### src/hw/rtl/rfpl_pkg.sv
// shared types, codes and constants of the refcounted free page list
`default_nettype none

package rfpl_pkg;

   // fixed field widths of the transactions
   localparam int OP_W       = 2;
   localparam int PAGE_NUM_W = 10;
   localparam int REF_CNT_W  = 8;
   localparam int STATUS_W   = 2;

   // default sizing
   localparam int PAGE_COUNT_DEF = 1024;
   localparam int COUNT_BITS_DEF = 8;

   // width of the shift amount used while folding page_index into range
   localparam int RED_K_W = $clog2(PAGE_NUM_W);

   // operation codes
   localparam logic [OP_W-1:0] OP_ALLOC   = 2'd0;
   localparam logic [OP_W-1:0] OP_RESERVE = 2'd1;
   localparam logic [OP_W-1:0] OP_RELEASE = 2'd2;
   localparam logic [OP_W-1:0] OP_NOP     = 2'd3;

   // result status codes
   localparam logic [STATUS_W-1:0] ST_OK    = 2'd0;
   localparam logic [STATUS_W-1:0] ST_EMPTY = 2'd1;
   localparam logic [STATUS_W-1:0] ST_UNDER = 2'd2;
   localparam logic [STATUS_W-1:0] ST_SAT   = 2'd3;

   // number of compare-subtract steps that bring a page_index below page_count
   function automatic int reduce_steps(int page_count);
      int n;
      n = 0;
      for (int k = 0; k < PAGE_NUM_W; k++) begin
         if ((page_count << k) < (1 << PAGE_NUM_W)) begin
            n = k + 1;
         end
      end
      return n;
   endfunction

   // controller to datapath
   typedef struct packed {
      logic               clear_wr;
      logic               capture;
      logic               reduce;
      logic [RED_K_W-1:0] red_k;
      logic               rd_head;
      logic               rd_page;
      logic               exec;
      logic               link;
   } rfpl_cmd_type;

   // datapath to controller
   typedef struct packed {
      logic clear_last;
      logic link_needed;
   } rfpl_sts_type;

endpackage

`default_nettype wire

### src/hw/rtl/rfpl_ctrl.sv
// sequencing state machine and response valid flag
`default_nettype none

module rfpl_ctrl #(
   parameter int PAGE_COUNT = rfpl_pkg::PAGE_COUNT_DEF
) (
   input  logic                    clock,
   input  logic                    reset,
   input  logic                    req_valid,
   output logic                    req_ready,
   output logic                    rsp_valid,
   input  logic                    rsp_ready,
   output rfpl_pkg::rfpl_cmd_type  cmd,
   input  rfpl_pkg::rfpl_sts_type  sts
);

   localparam int RED_STEPS = rfpl_pkg::reduce_steps(PAGE_COUNT);
   localparam logic [rfpl_pkg::RED_K_W-1:0] RED_TOP =
      rfpl_pkg::RED_K_W'((RED_STEPS > 0) ? RED_STEPS - 1 : 0);

   typedef enum logic [6:0] {
      S_CLEAR  = 7'b0000001,
      S_IDLE   = 7'b0000010,
      S_REDUCE = 7'b0000100,
      S_HEAD   = 7'b0001000,
      S_READ   = 7'b0010000,
      S_EXEC   = 7'b0100000,
      S_LINK   = 7'b1000000
   } state_type;

   state_type                    state_ff, state_in;
   logic [rfpl_pkg::RED_K_W-1:0] k_ff, k_in;
   logic                         rsp_valid_ff, rsp_valid_in;
   logic                         out_free;

   assign out_free = !rsp_valid_ff || rsp_ready;

   always_comb begin
      state_in = state_ff;
      k_in     = k_ff;
      cmd      = '0;
      case (state_ff)
         S_CLEAR: begin
            cmd.clear_wr = 1'b1;
            if (sts.clear_last) begin
               state_in = S_IDLE;
            end
         end
         S_IDLE: begin
            if (req_valid) begin
               cmd.capture = 1'b1;
               k_in        = RED_TOP;
               state_in    = (RED_STEPS > 0) ? S_REDUCE : S_HEAD;
            end
         end
         S_REDUCE: begin
            cmd.reduce = 1'b1;
            cmd.red_k  = k_ff;
            if (k_ff == '0) begin
               state_in = S_HEAD;
            end else begin
               k_in = k_ff - rfpl_pkg::RED_K_W'(1);
            end
         end
         S_HEAD: begin
            cmd.rd_head = 1'b1;
            state_in    = S_READ;
         end
         S_READ: begin
            cmd.rd_page = 1'b1;
            state_in    = S_EXEC;
         end
         S_EXEC: begin
            if (out_free) begin
               cmd.exec = 1'b1;
               state_in = sts.link_needed ? S_LINK : S_IDLE;
            end
         end
         S_LINK: begin
            cmd.link = 1'b1;
            state_in = S_IDLE;
         end
         default: begin
            state_in = S_IDLE;
         end
      endcase
   end

   always_comb begin
      rsp_valid_in = rsp_valid_ff;
      if (cmd.exec) begin
         rsp_valid_in = 1'b1;
      end else if (rsp_ready) begin
         rsp_valid_in = 1'b0;
      end
   end

   always_ff @(posedge clock) begin
      if (reset) begin
         state_ff     <= S_CLEAR;
         k_ff         <= '0;
         rsp_valid_ff <= 1'b0;
      end else begin
         state_ff     <= state_in;
         k_ff         <= k_in;
         rsp_valid_ff <= rsp_valid_in;
      end
   end

   assign req_ready = (state_ff == S_IDLE);
   assign rsp_valid = rsp_valid_ff;

   // a new result never overwrites one still waiting
   a_no_overwrite: assert property (@(posedge clock) disable iff (reset)
      cmd.exec |-> (!rsp_valid_ff || rsp_ready))
      else $error("result register overwritten");

   a_exec_presents: assert property (@(posedge clock) disable iff (reset)
      cmd.exec |=> rsp_valid_ff)
      else $error("executed transaction not presented");

   a_link_after_exec: assert property (@(posedge clock) disable iff (reset)
      (state_ff == S_LINK) |-> $past(cmd.exec))
      else $error("link step without executed release");

   a_reset_clears: assert property (@(posedge clock)
      reset |=> (state_ff == S_CLEAR && !rsp_valid_ff))
      else $error("reset did not start clearing pass");

endmodule

`default_nettype wire

### config.mk
export PLATFORM = sky130hd
export DESIGN_NAME = rfpl_ctrl
export DESIGN_NICKNAME = d
export VERILOG_FILES = /design/src/hw/rtl/rfpl_pkg.sv /design/src/hw/rtl/rfpl_ctrl.sv
export SDC_FILE = /design/constraint.sdc
export NUM_CORES = 1
export LEC_CHECK = 0
export ABC_AREA = 1
export BUFFER_PORTS_ARGS = -buffer_cell sky130_fd_sc_hd__buf_2
export CORE_AREA = 3 3 40 42
export DETAILED_ROUTE_END_ITERATION = 7
export DIE_AREA = 0 0 43 45
export PLACE_DENSITY = 0.72
export SKIP_LAST_GASP = 1
export SLEW_MARGIN = 20
export SYNTH_ARGS = -nofsm -noshare
export SYNTH_HDL_FRONTEND = slang
export SYNTH_SLANG_ARGS = --single-unit
### constraint.sdc
create_clock -name clock -period 1.16 [get_ports clock]
set_input_delay 0.232 -clock clock [delete_from_list [all_inputs] [get_ports clock]]
set_output_delay 0.232 -clock clock [all_outputs]
set_load 0.03 [all_outputs]
; Word-level counts from Yosys, hierarchy flattened
; Cells that the tools add are included.
[op_classes]
n_addsub = 1
eq_ne = 12
n_mux = 20
reduce_logical = 7
[ops]
columns = cell, count
row1 = $pmux W7 S6, 1
row2 = $mux W7, 5
row3 = $mux W1, 10
row4 = $ne A2 B2 Y1 const B, 5
row5 = $mux W4, 2
row6 = $pmux W4 S2, 1
row7 = $eq A7 B1 Y1 const B, 1
row8 = $eq A7 B2 Y1 const B, 1
row9 = $eq A7 B3 Y1 const B, 1
row10 = $eq A7 B4 Y1 const B, 1
row11 = $eq A7 B5 Y1 const B, 1
row12 = $eq A7 B6 Y1 const B, 1
row13 = $eq A7 B7 Y1 const B, 1
row14 = $mux W5, 1
row15 = $logic_not A4 Y1, 1
row16 = $reduce_and A4 Y1, 1
row17 = $reduce_bool A2 Y1, 2
row18 = $sub A4 B1 Y4 const B, 1
row19 = $reduce_and A3 Y1, 1
row20 = $logic_not A1 Y1, 1
row21 = $logic_or A1 B1 Y1, 1
[word_totals]
reg_bits = 12
input_bits = 6
out_inout_bits = 13
elab_cells = 43

; Longest topological paths before layout
; Gate-level depths: netlist (run 1).
[depth]
ltp_word = 5
ltp_mapped = 7
ltp_nobuf = 7

; Worst setup path after synthesis (run 1)
; OpenSTA, ideal clock, no wires.
[synth_timing]
kind = register to output
start = register state_ff[1]
end = output cmd[9] (netlist name)
arrival_time_ns = 1.059
required_time_ns = 0.928
setup_slack_ns = -0.131
stages_incl_launch_ff = 5
n_path_buf = 0
path_cell_list = dfxtp_1 inv_1 nor2_2 nand3_2 nor2_1
[synth_rtl]
columns = item, line_no
row1 = "start, declared", rfpl_ctrl.sv:31  ; state_type state_ff, state_in;
row2 = "start signal, assigned", rfpl_ctrl.sv:104  ; state_ff <= state_in;
row3 = "end, declared", rfpl_ctrl.sv:13  ; output rfpl_pkg::rfpl_cmd_type cmd,

==> flow_metrics.py, run 1 <==
metrics = {
    "worst_setup_path": {
        "crit_top_cell": "nor2_4",
        "reg2reg_from": "state_ff[4]",
        "required_ps": 930,
        "reg2reg_depth": 9,
        "timing.rr.end": "state_ff[1]",
        "startpoint_type": "flop",
        "crit_path_end": "cmd[1]",
        "startpoint": "state_ff[4]",
        "path_cells": "nor2_4, nand3_2, nor2_4, buf_6",
        "cp_slowest_cell": "dfxtp_2",
        "critPathMaxFanout": 6,
        "slowest_delay_ps": 340,
        "cp.arrival_ps": 1190,
        "r2r_slack_ps": -190,
        "crit_path_end_kind": "output port",
        "critical_path_class": "reg -> out",
    },
    "clock_tree": {
        "cts_hold_buf": 0,
        "clock_path_buffers": 2,
        "clkLatencyLatePin_ps": 250,
        "cts_tree": "done",
        "clk_pin_slew_ps": 60,
        "htree_levels": 1,
        "cts_buffers": 3,
        "root_buffer": "clkbuf_4",
        "cts.sinks": 7,
    },
    "floorplanning": {
        "ios": 19,
        "row_count": 13,
        "die_width_um": 43,
        "initial_core_util_pct": 36.5,
        "dieArea_um2": 1940,
        "die_h_um": 45,
        "fp.coreArea_um2": 1280,
    },
    "grt": {
        "grt_antenna_before_repair": 0,
        "grt_usage_pct": 12.6,
        "first_global_vias": 441,
        "grt_pass1_wl_um": 1810,
        "grt_max_degree": 7,
        "gr-total-overflow": 0,
    },
    "pwr": {
        "pwr-share-comb_pct": 26.9,
        "swShare_pct": 31.1,
        "pwr-share-seq_pct": 39.3,
        "powerDensity_nw_per_um2": 852,
        "leakage_nw": 0.393,
        "power.switching_w": 0.000209,
        "vdd_drop_max_v": 0.000628,
        "p_int_w": 0.000462,
        "pwr-share-clk_pct": 33.8,
    },
    "route": {
        "via_count": 486,
        "drtIter0Drc": 4,
        "route.detailed.drc": 0,
        "routedWlPerCell_um": 10.0,
        "via_per_inst": 4.42,
        "ant_nets": 0,
        "firstDrtPassIters": 4,
        "routed_wl_um": 1100,
    },
    "run": {
        "drv_cap": 0,
    },
    "worst_hold_path": {
        "hp-class": "in -> reg",
        "min_path_cells": 2,
    },
    "yosys": {
        "synth_seq_cells": 7,
        "synth_cells": 64,
        "yosysSeqAreaShare_pct": 29.9,
        "syn_avg_cell_area_um2": 7.33,
        "yosysUniqueCellTypes": 16,
        "yosys_warnings": 0,
        "syn_area_um2": 469,
    },
    "final_layout": {
        "diodes": 0,
        "stdcell_count": 110,
        "nNetsFinal": 102,
        "fin_util_pct": 61.2,
        "final_common_cell": "buf_4",
        "syn2layout_area_growth_pct": 67.7,
        "final_cell_mix": "buf_4 (16), nor2_1 (10), inv_1 (9)",
        "finalInstanceArea_um2": 787,
        "drive_above_1_share_pct": 66.3,
    },
    "run_status": {
        "status": "complete, but fails checks",
        "violations": "negative setup slack",
    },
    "placed_design": {
        "post-place-cells": 98,
        "hpwl_um": 761,
        "port_buffers": 13,
        "place.gp.congestion": 0.838,
        "placed_area_um2": 589,
    },
    "timing": {
        "min_period_ps": 1420,
        "min_period_over_period_pct": 122,
        "finalHoldViolations": 0,
        "rsz0062_at_grt": "yes",
        "fin_ws_ps": -260,
        "fmax_mhz": 704,
        "finalClockSkew_ps": 4.42,
        "whs_ps": 226,
        "slew_viol_final": 0,
        "finalSetupTns_ps": -1710,
        "setup_viol": 9,
    },
}
worst min-delay path by stage:
| stage | endpoint | from |
|---|---|---|
| after floorplan | rsp_valid | reset |
| after global placement | rsp_valid | reset |
| after detailed placement | state_ff[5] | reset |
| after CTS | state_ff[5] | reset |
| after global routing | state_ff[5] | reset |
| final | state_ff[5] | reset |
Yosys cell counts (all sizes together):
master | n | share of area [%]
nor2 | 20 | 25
inv | 13 | 10
nand3 | 8 | 11
buf | 7 | 11
dfxtp | 7 | 30
nand4 | 4 | 8.0
a21oi | 1 | 1.1
and3 | 1 | 1.6
conb | 1 | 0.80
nand2 | 1 | 0.80
nor3 | 1 | 1.1
logic make-up after synthesis:
| group | after synthesis | share of synthesized area, % |
|---|---|---|
| and+or+nand+nor | 35 | 46.7 |
| DFF | 7 | 29.9 |
| other | 1 | 0.799 |
| AOI/OAI and AO/OA | 1 | 1.07 |
| buffers and inverters | 20 | 21.6 |
power by group through the flow:
stage / Combinational [W] / Clock [W] / Sequential (W)
floorplan: 0.000102 / 0 / 0.000263
global placement: 0.000125 / 0 / 0.000264
detailed placement: 0.000126 / 0 / 0.000264
CTS: 0.000152 / 0.000231 / 0.000260
global route: 0.000196 / 0.000246 / 0.000265
finish: 0.000180 / 0.000227 / 0.000263
worst max-delay path: cells and delay by family (launching register included):
kind | cells | cell delay [ps]
buffers and inverters | 1 | 140
AND/OR/NAND/NOR | 3 | 460
flip-flops | 1 | 340
layer usage:
metal,GRT usage (%),part of all wire (%),up-vias
met2,23.1,51,16
li1,-,-,252
met4,5.42,0.45,0
met1,13.6,43,216
met3,3.59,5.4,2
met5,0,0,-
state kept, by name, summed over array words and instances, names as in the netlist:
register   flops
state_ff       6
rsp_valid      1
cell type report:
cell class,count,area [µm²]
flip-flops and latches,7,151
fillers,104,498
multi-input cells,41,299
inverters,13,51.3
clock buffers,4,26.3
well taps,15,18.8
repair buffers,30,240
through the flow:
step                total power [W]  setup WS (ps)
floorplan                  0.000365          -2.47
global placement           0.000389          -9.92
CTS                        0.000644           -215
finish                     0.000670           -260
global route               0.000707           -327
detailed placement         0.000390          -24.5
repair_timing:
item | CTS | global route
gates resized for setup | 18 | 17
gates cloned | 0 | 0
setup endpoints to repair | 8 | 10
pin swaps | 4 | 12
buffers inserted | 6 | 3
Note: power is estimated with default switching activity, not from simulation.
==> run 2: changes to the inputs <==
- ABC_AREA: 1 -> unset
- BUFFER_PORTS_ARGS: -buffer_cell sky130_fd_sc_hd__buf_2 -> -buffer_cell sky130_fd_sc_hd__buf_4
- CTS_CLUSTER_DIAMETER: unset -> 120
- PLACE_DENSITY: 0.72 -> 0.69
==> run 2 against run 1 <==
Net effect:
- the run still ends with negative setup slack left
- clock power shrank 6%
- hold slack lost 64 ps
- combinational power is essentially flat
- final cell count shrank 13%
- clock skew shrank 4.2 ps
- via count shrank 12%
- register-to-register slack lost 210 ps
- global-route usage shrank 1.1 points
- routed wire length grew 1.5%
- core utilization grew 0.097 points
- worst setup slack lost 160 ps
- die area is the same
- critical path type unchanged
- critical endpoint is now cmd[10]
- largest cell class unchanged
==> flow_metrics.py, run 2 <==
metrics = {
    "grt": {
        "gr-total-overflow": 0,
        "first_global_vias": 401,
        "grt_max_degree": 5,
        "grt_usage_pct": 11.5,
        "grt_pass1_wl_um": 1680,
        "grt_antenna_before_repair": 0,
    },
    "route": {
        "firstDrtPassIters": 3,
        "drtIter0Drc": 7,
        "via_per_inst": 4.44,
        "ant_nets": 0,
        "routed_wl_um": 1120,
        "route.detailed.drc": 0,
        "routedWlPerCell_um": 11.6,
        "via_count": 426,
    },
    "clock_tree": {
        "root_buffer": "clkbuf_4",
        "htree_levels": 1,
        "cts_tree": "done",
        "clkLatencyLatePin_ps": 250,
        "cts_buffers": 3,
        "clock_path_buffers": 2,
        "clk_pin_slew_ps": 50,
        "cts.sinks": 7,
    },
    "yosys": {
        "synth_edf_count": 0,
        "yosys_warnings": 0,
        "muxShareOfSynthArea_pct": 0,
        "synth_common_cells": "buf_4 (7), dfxtp_1 (7), nor2_1 (4)",
        "yosysUniqueCellTypes": 26,
        "synth_top_family_by_area": "simple AND/OR/NAND/NOR gates",
        "synth_top_cell_by_area": "dfxtp_1",
        "synth_flop_cell": "dfxtp_1",
        "post_synth_and_or_nand_nor_area_fraction_pct": 36.6,
        "synth_fa_ha_area_share_pct": 0,
        "syn_avg_cell_area_um2": 8.84,
        "synth_seq_cells": 7,
        "synth_cells": 48,
        "syn_area_um2": 424,
        "synth.area.top_cells": "dfxtp_1 (33%), buf_4 (12%), nor3b_1 (5.3%)",
        "yosys.area.top_type_share_pct": 33.0,
        "synth_compound_area_share_pct": 12.4,
        "yosysSeqAreaShare_pct": 33.0,
        "synth-xor-area-share_pct": 2.06,
        "async_reset_ff_share_pct": 0,
    },
    "timing": {
        "fmax_mhz": 633,
        "min_period_ps": 1580,
        "slew_viol_final": 0,
        "finalHoldViolations": 0,
        "rsz0062_at_grt": "yes",
        "finalClockSkew_ps": 0.200,
        "setup_viol": 13,
        "min_period_over_period_pct": 136,
        "fin_ws_ps": -420,
    },
    "final_layout": {
        "multi_input_area_um2": 312,
        "fin_util_pct": 61.3,
        "finalInstanceArea_um2": 788,
        "syn2layout_area_growth_pct": 85.8,
        "final_common_cell": "buf_4",
        "diodes": 0,
        "final_cell_mix": "buf_4 (24), buf_6 (8), conb_1 (5), dfxtp_2 (5), nor2_4 (4)",
        "seq_area_um2": 150,
        "drive_above_1_share_pct": 71.6,
        "largest_reg_flops": 6,
        "nNetsFinal": 88,
        "regMostFlops": "state_ff",
        "nFillCells": 112,
    },
    "pwr": {
        "vdd_drop_max_v": 0.000479,
        "leakage_nw": 0.371,
        "p_total_w": 0.000659,
        "powerDensity_nw_per_um2": 836,
    },
    "floorplanning": {
        "ios": 19,
        "die_width_um": 43,
        "dieArea_um2": 1940,
        "die_h_um": 45,
        "row_count": 13,
        "initial_core_util_pct": 33.0,
        "fp.coreArea_um2": 1280,
    },
    "worst_setup_path": {
        "startpoint_type": "flop",
        "critPathMaxFanout": 4,
        "required_ps": 930,
        "crit_path_end_kind": "output port",
        "critical_path_class": "reg -> out",
        "cp.arrival_ps": 1350,
    },
    "placed_design": {
        "preCtsSetupSlack_ps": -193,
        "hpwl_um": 791,
        "place.gp.congestion": 0.653,
        "placed_area_um2": 627,
        "port_buffers": 13,
    },
    "run_status": {
        "violations": "negative setup slack",
        "status": "complete, but fails checks",
    },
    "worst_hold_path": {
        "hp-class": "in -> reg",
    },
    "run": {
        "drv_cap": 0,
    },
}
run 2: cell types whose count changed after synthesis, moves of 3 or more:
cell | before | now
nor2_1 | 12 | 4
inv_1 | 12 | 3
nor3b_1 | 0 | 3
nand3_1 | 6 | 0
nor2_4 | 4 | 0
nor2_2 | 4 | 1
run 2: repair_timing:
item | 4_1_cts | 5_1_grt
resized for setup | 15 | 10
pin swaps | 6 | 5
endpoints found under the setup margin | 12 | 14
hold buffers | 0 | 0
setup buffers | 4 | 3
run 2: where the power goes:
group	switching (W)	internal, W
registers	0.0000135	0.000250
logic	0.0000945	0.0000873
clock network	0.0000832	0.000131
run 2: cell families after synthesis:
logic type	after synthesis
and+or+nand+nor	21
buffers and inverters	10
AOI/OAI and AO/OA	8
DFF	7
xor gates and xnor gates	1
other	1
run 2: area by class of cell:
cell class,instances,share of cell area [%]
sequential,7,19.0
inverter,3,1.43
timing repair buffer,32,34.3
multi-input combinational,35,39.5
clock buffer,4,3.33
tap,15,2.38
run 2: worst paths after layout:
kind,start,slack (ps),end,depth (start not counted)
worst max-delay path,state_ff[6],-420,cmd[10],4
worst min-delay path,reset,160,state_ff[6],2
worst min register to register,rsp_valid,640,rsp_valid,2
worst max register to register,state_ff[6],-400,state_ff[1],7
run 2: stage by stage:
step                instances  hold WS [ps]  setup TNS [ps]
finish                     96           162           -4100
global route               96           163           -4820
CTS                        93           151           -3280
detailed placement         85           412           -1060
global placement           85           412            -813
floorplan                  52           298            -319
run 2: routing by layer:
layer / GRT usage [%] / wire [µm]
met1: 11.9 / 415
met2: 22.2 / 621
met3: 2.39 / 79
met4: 5.42 / 0
met5: 0 / 0
run 2: critical path: stages, from the launching register on:
cell and delay [ps]:
dfxtp_2 350, nor4_4 360, nand3b_1 170, inv_2 90, buf_6 130
==> run 3: changes to the inputs <==
- CELL_PAD_IN_SITES_DETAIL_PLACEMENT: unset -> 1
- CELL_PAD_IN_SITES_GLOBAL_PLACEMENT: unset -> 1
- CORE_AREA: 3 3 40 42 -> unset
- CORE_MARGIN: unset -> 3
- CORE_UTILIZATION: unset -> 30
- DIE_AREA: 0 0 43 45 -> unset
- PLACE_DENSITY: 0.69 -> 0.83
==> run 3 against run 2 <==
Net effect:
- hold slack improved by 13 ps
- the flow still finishes with violations (negative setup slack)
- critical endpoint unchanged
- clock-buffer cell count did not move
- largest power group unchanged
- critical path type unchanged
- critical path depth did not move
- largest cell class unchanged
==> flow_metrics.py, run 3 (synthesis gave the netlist of run 2 again) <==
metrics = {
    "run_status": {
        "status": "complete, but fails checks",
        "violations": "negative setup slack",
    },
    "worst_hold_path": {
        "hp-start": "reset",
        "hp-class": "in -> reg",
        "holdPathEnd": "state_ff[6]",
        "min_path_cells": 2,
    },
    "placed_design": {
        "port_buffers": 13,
        "preCtsSetupSlack_ps": -269,
        "hpwl_um": 1040,
        "place.gp.congestion": 0.734,
    },
    "worst_setup_path": {
        "required_ps": 930,
        "critPathTopFamily": "simple AND/OR/NAND/NOR gates",
        "critPathMaxFanout": 4,
        "crit_path_end_kind": "output port",
        "critical_path_class": "reg -> out",
        "reg2reg_depth": 7,
        "r2r_slack_ps": -370,
        "timing.rr.end": "state_ff[4]",
        "reg2reg_from": "state_ff[3]",
        "cp_slowest_cell": "dfxtp_4",
        "cp.arrival_ps": 1340,
        "startpoint_type": "flop",
        "crit_buf_inv": 2,
        "slowest_delay_ps": 360,
        "path_cells": "nor4_4, nand3b_1, inv_2, buf_6",
    },
    "route": {
        "via_count": 450,
        "route.detailed.drc": 0,
        "ant_nets": 0,
        "routed_wl_um": 1410,
        "drtIter0Drc": 2,
        "via_per_inst": 4.84,
        "firstDrtPassIters": 3,
        "routedWlPerCell_um": 15.2,
    },
    "clock_tree": {
        "clock_path_buffers": 2,
        "cts_buffers": 3,
        "clkLatencyLatePin_ps": 250,
        "clk_pin_slew_ps": 50,
        "cts.sinks": 7,
        "root_buffer": "clkbuf_4",
        "cts_tree": "done",
        "htree_levels": 1,
    },
    "grt": {
        "grt_usage_pct": 16.8,
        "grt_antenna_before_repair": 0,
        "first_global_vias": 483,
        "grt_pass1_wl_um": 2360,
        "grt_max_degree": 6,
        "gr-total-overflow": 0,
    },
    "timing": {
        "setup_viol": 13,
        "slew_viol_final": 0,
        "fin_ws_ps": -416,
        "finalSetupTns_ps": -4330,
        "finalHoldViolations": 0,
        "min_period_ps": 1580,
        "finalClockSkew_ps": 1.46,
        "fmax_mhz": 635,
        "rsz0062_at_grt": "yes",
        "whs_ps": 175,
        "min_period_over_period_pct": 136,
    },
    "final_layout": {
        "final_common_cell": "buf_4",
        "nNetsFinal": 86,
        "nFillCells": 126,
        "fin_util_pct": 65.6,
        "final_cell_mix": "buf_4 (22), buf_6 (8), conb_1 (5)",
        "largest_reg_flops": 6,
        "syn2layout_area_growth_pct": 88.2,
        "diodes": 0,
        "drive_above_1_share_pct": 73.4,
        "regMostFlops": "state_ff",
    },
    "floorplanning": {
        "fp.coreArea_um2": 1220,
        "initial_core_util_pct": 34.9,
        "die_h_um": 43.6,
        "dieArea_um2": 1900,
        "die_width_um": 43.6,
        "row_count": 12,
        "ios": 19,
    },
    "pwr": {
        "leakage_nw": 0.366,
        "vdd_drop_max_v": 0.00107,
        "powerDensity_nw_per_um2": 849,
    },
    "run": {
        "drv_cap": 0,
    },
}
## run 3: cell count changes in the layout (fill, tap and decap cells not counted), sizes merged
| cell | before | now |
|---|---|---|
| buf | 32 | 30 |
## run 3: area by class of cell
type | count | area (µm²) | area share, %
multi-input combinational | 35 | 335 | 42.0
inverter | 3 | 11.3 | 1.41
sequential | 7 | 153 | 19.1
clock buffer | 4 | 26.3 | 3.29
timing repair buffer | 30 | 255 | 32.0
tap | 14 | 17.5 | 2.19
## run 3: where the power goes
part / total, W / switching (W) / internal, W / leakage [nW]
logic: 0.000193 / 0.000102 / 0.0000913 / 0.291
registers: 0.000267 / 0.0000182 / 0.000248 / 0.0599
clock network: 0.000218 / 0.0000874 / 0.000131 / 0.0150
## run 3: stage by stage
stage / cells / total power (W) / instance area [µm²]
finish: 93 / 0.000678 / 798
global route: 93 / 0.000716 / 798
CTS: 91 / 0.000669 / 731
detailed placement: 84 / 0.000423 / 626
global placement: 84 / 0.000415 / 626
floorplan: 52 / 0.000370 / 473
## run 3: what timing repair did
item                       in CTS  in global routing
pin swaps                       7                  3
hold buffers                    0                  0
gates resized for setup        17                 13
buffers inserted                3                  2
setup endpoints to repair      14                 14
## run 3: worst max path at each step
stage / start / end / slack (ps) / depth (start not counted)
5_1_grt: state_ff[3] / cmd[1] / -480 / 4
6_report: state_ff[3] / cmd[10] / -420 / 4
3_3_place_gp: state_ff[1] / cmd[3] / -160 / 4
3_5_place_dp: state_ff[3] / state_ff[4] / -270 / 5
4_1_cts: state_ff[3] / cmd[1] / -440 / 4
2_1_floorplan: state_ff[4] / cmd[1] / -120 / 4
## run 3: metal layers
layer / track usage [%] / routed length (µm)
met5: 0 / 0
met4: 4.82 / 14
met3: 7.05 / 78
met2: 26.5 / 737
met1: 20.9 / 583
## run 3: worst reg2reg max path, delay by kind of cell (launching register included)
family / cells / cell delay [ps]
DFF: 1 / 360
buffers and inverters: 3 / 400
and+or+nand+nor: 4 / 660
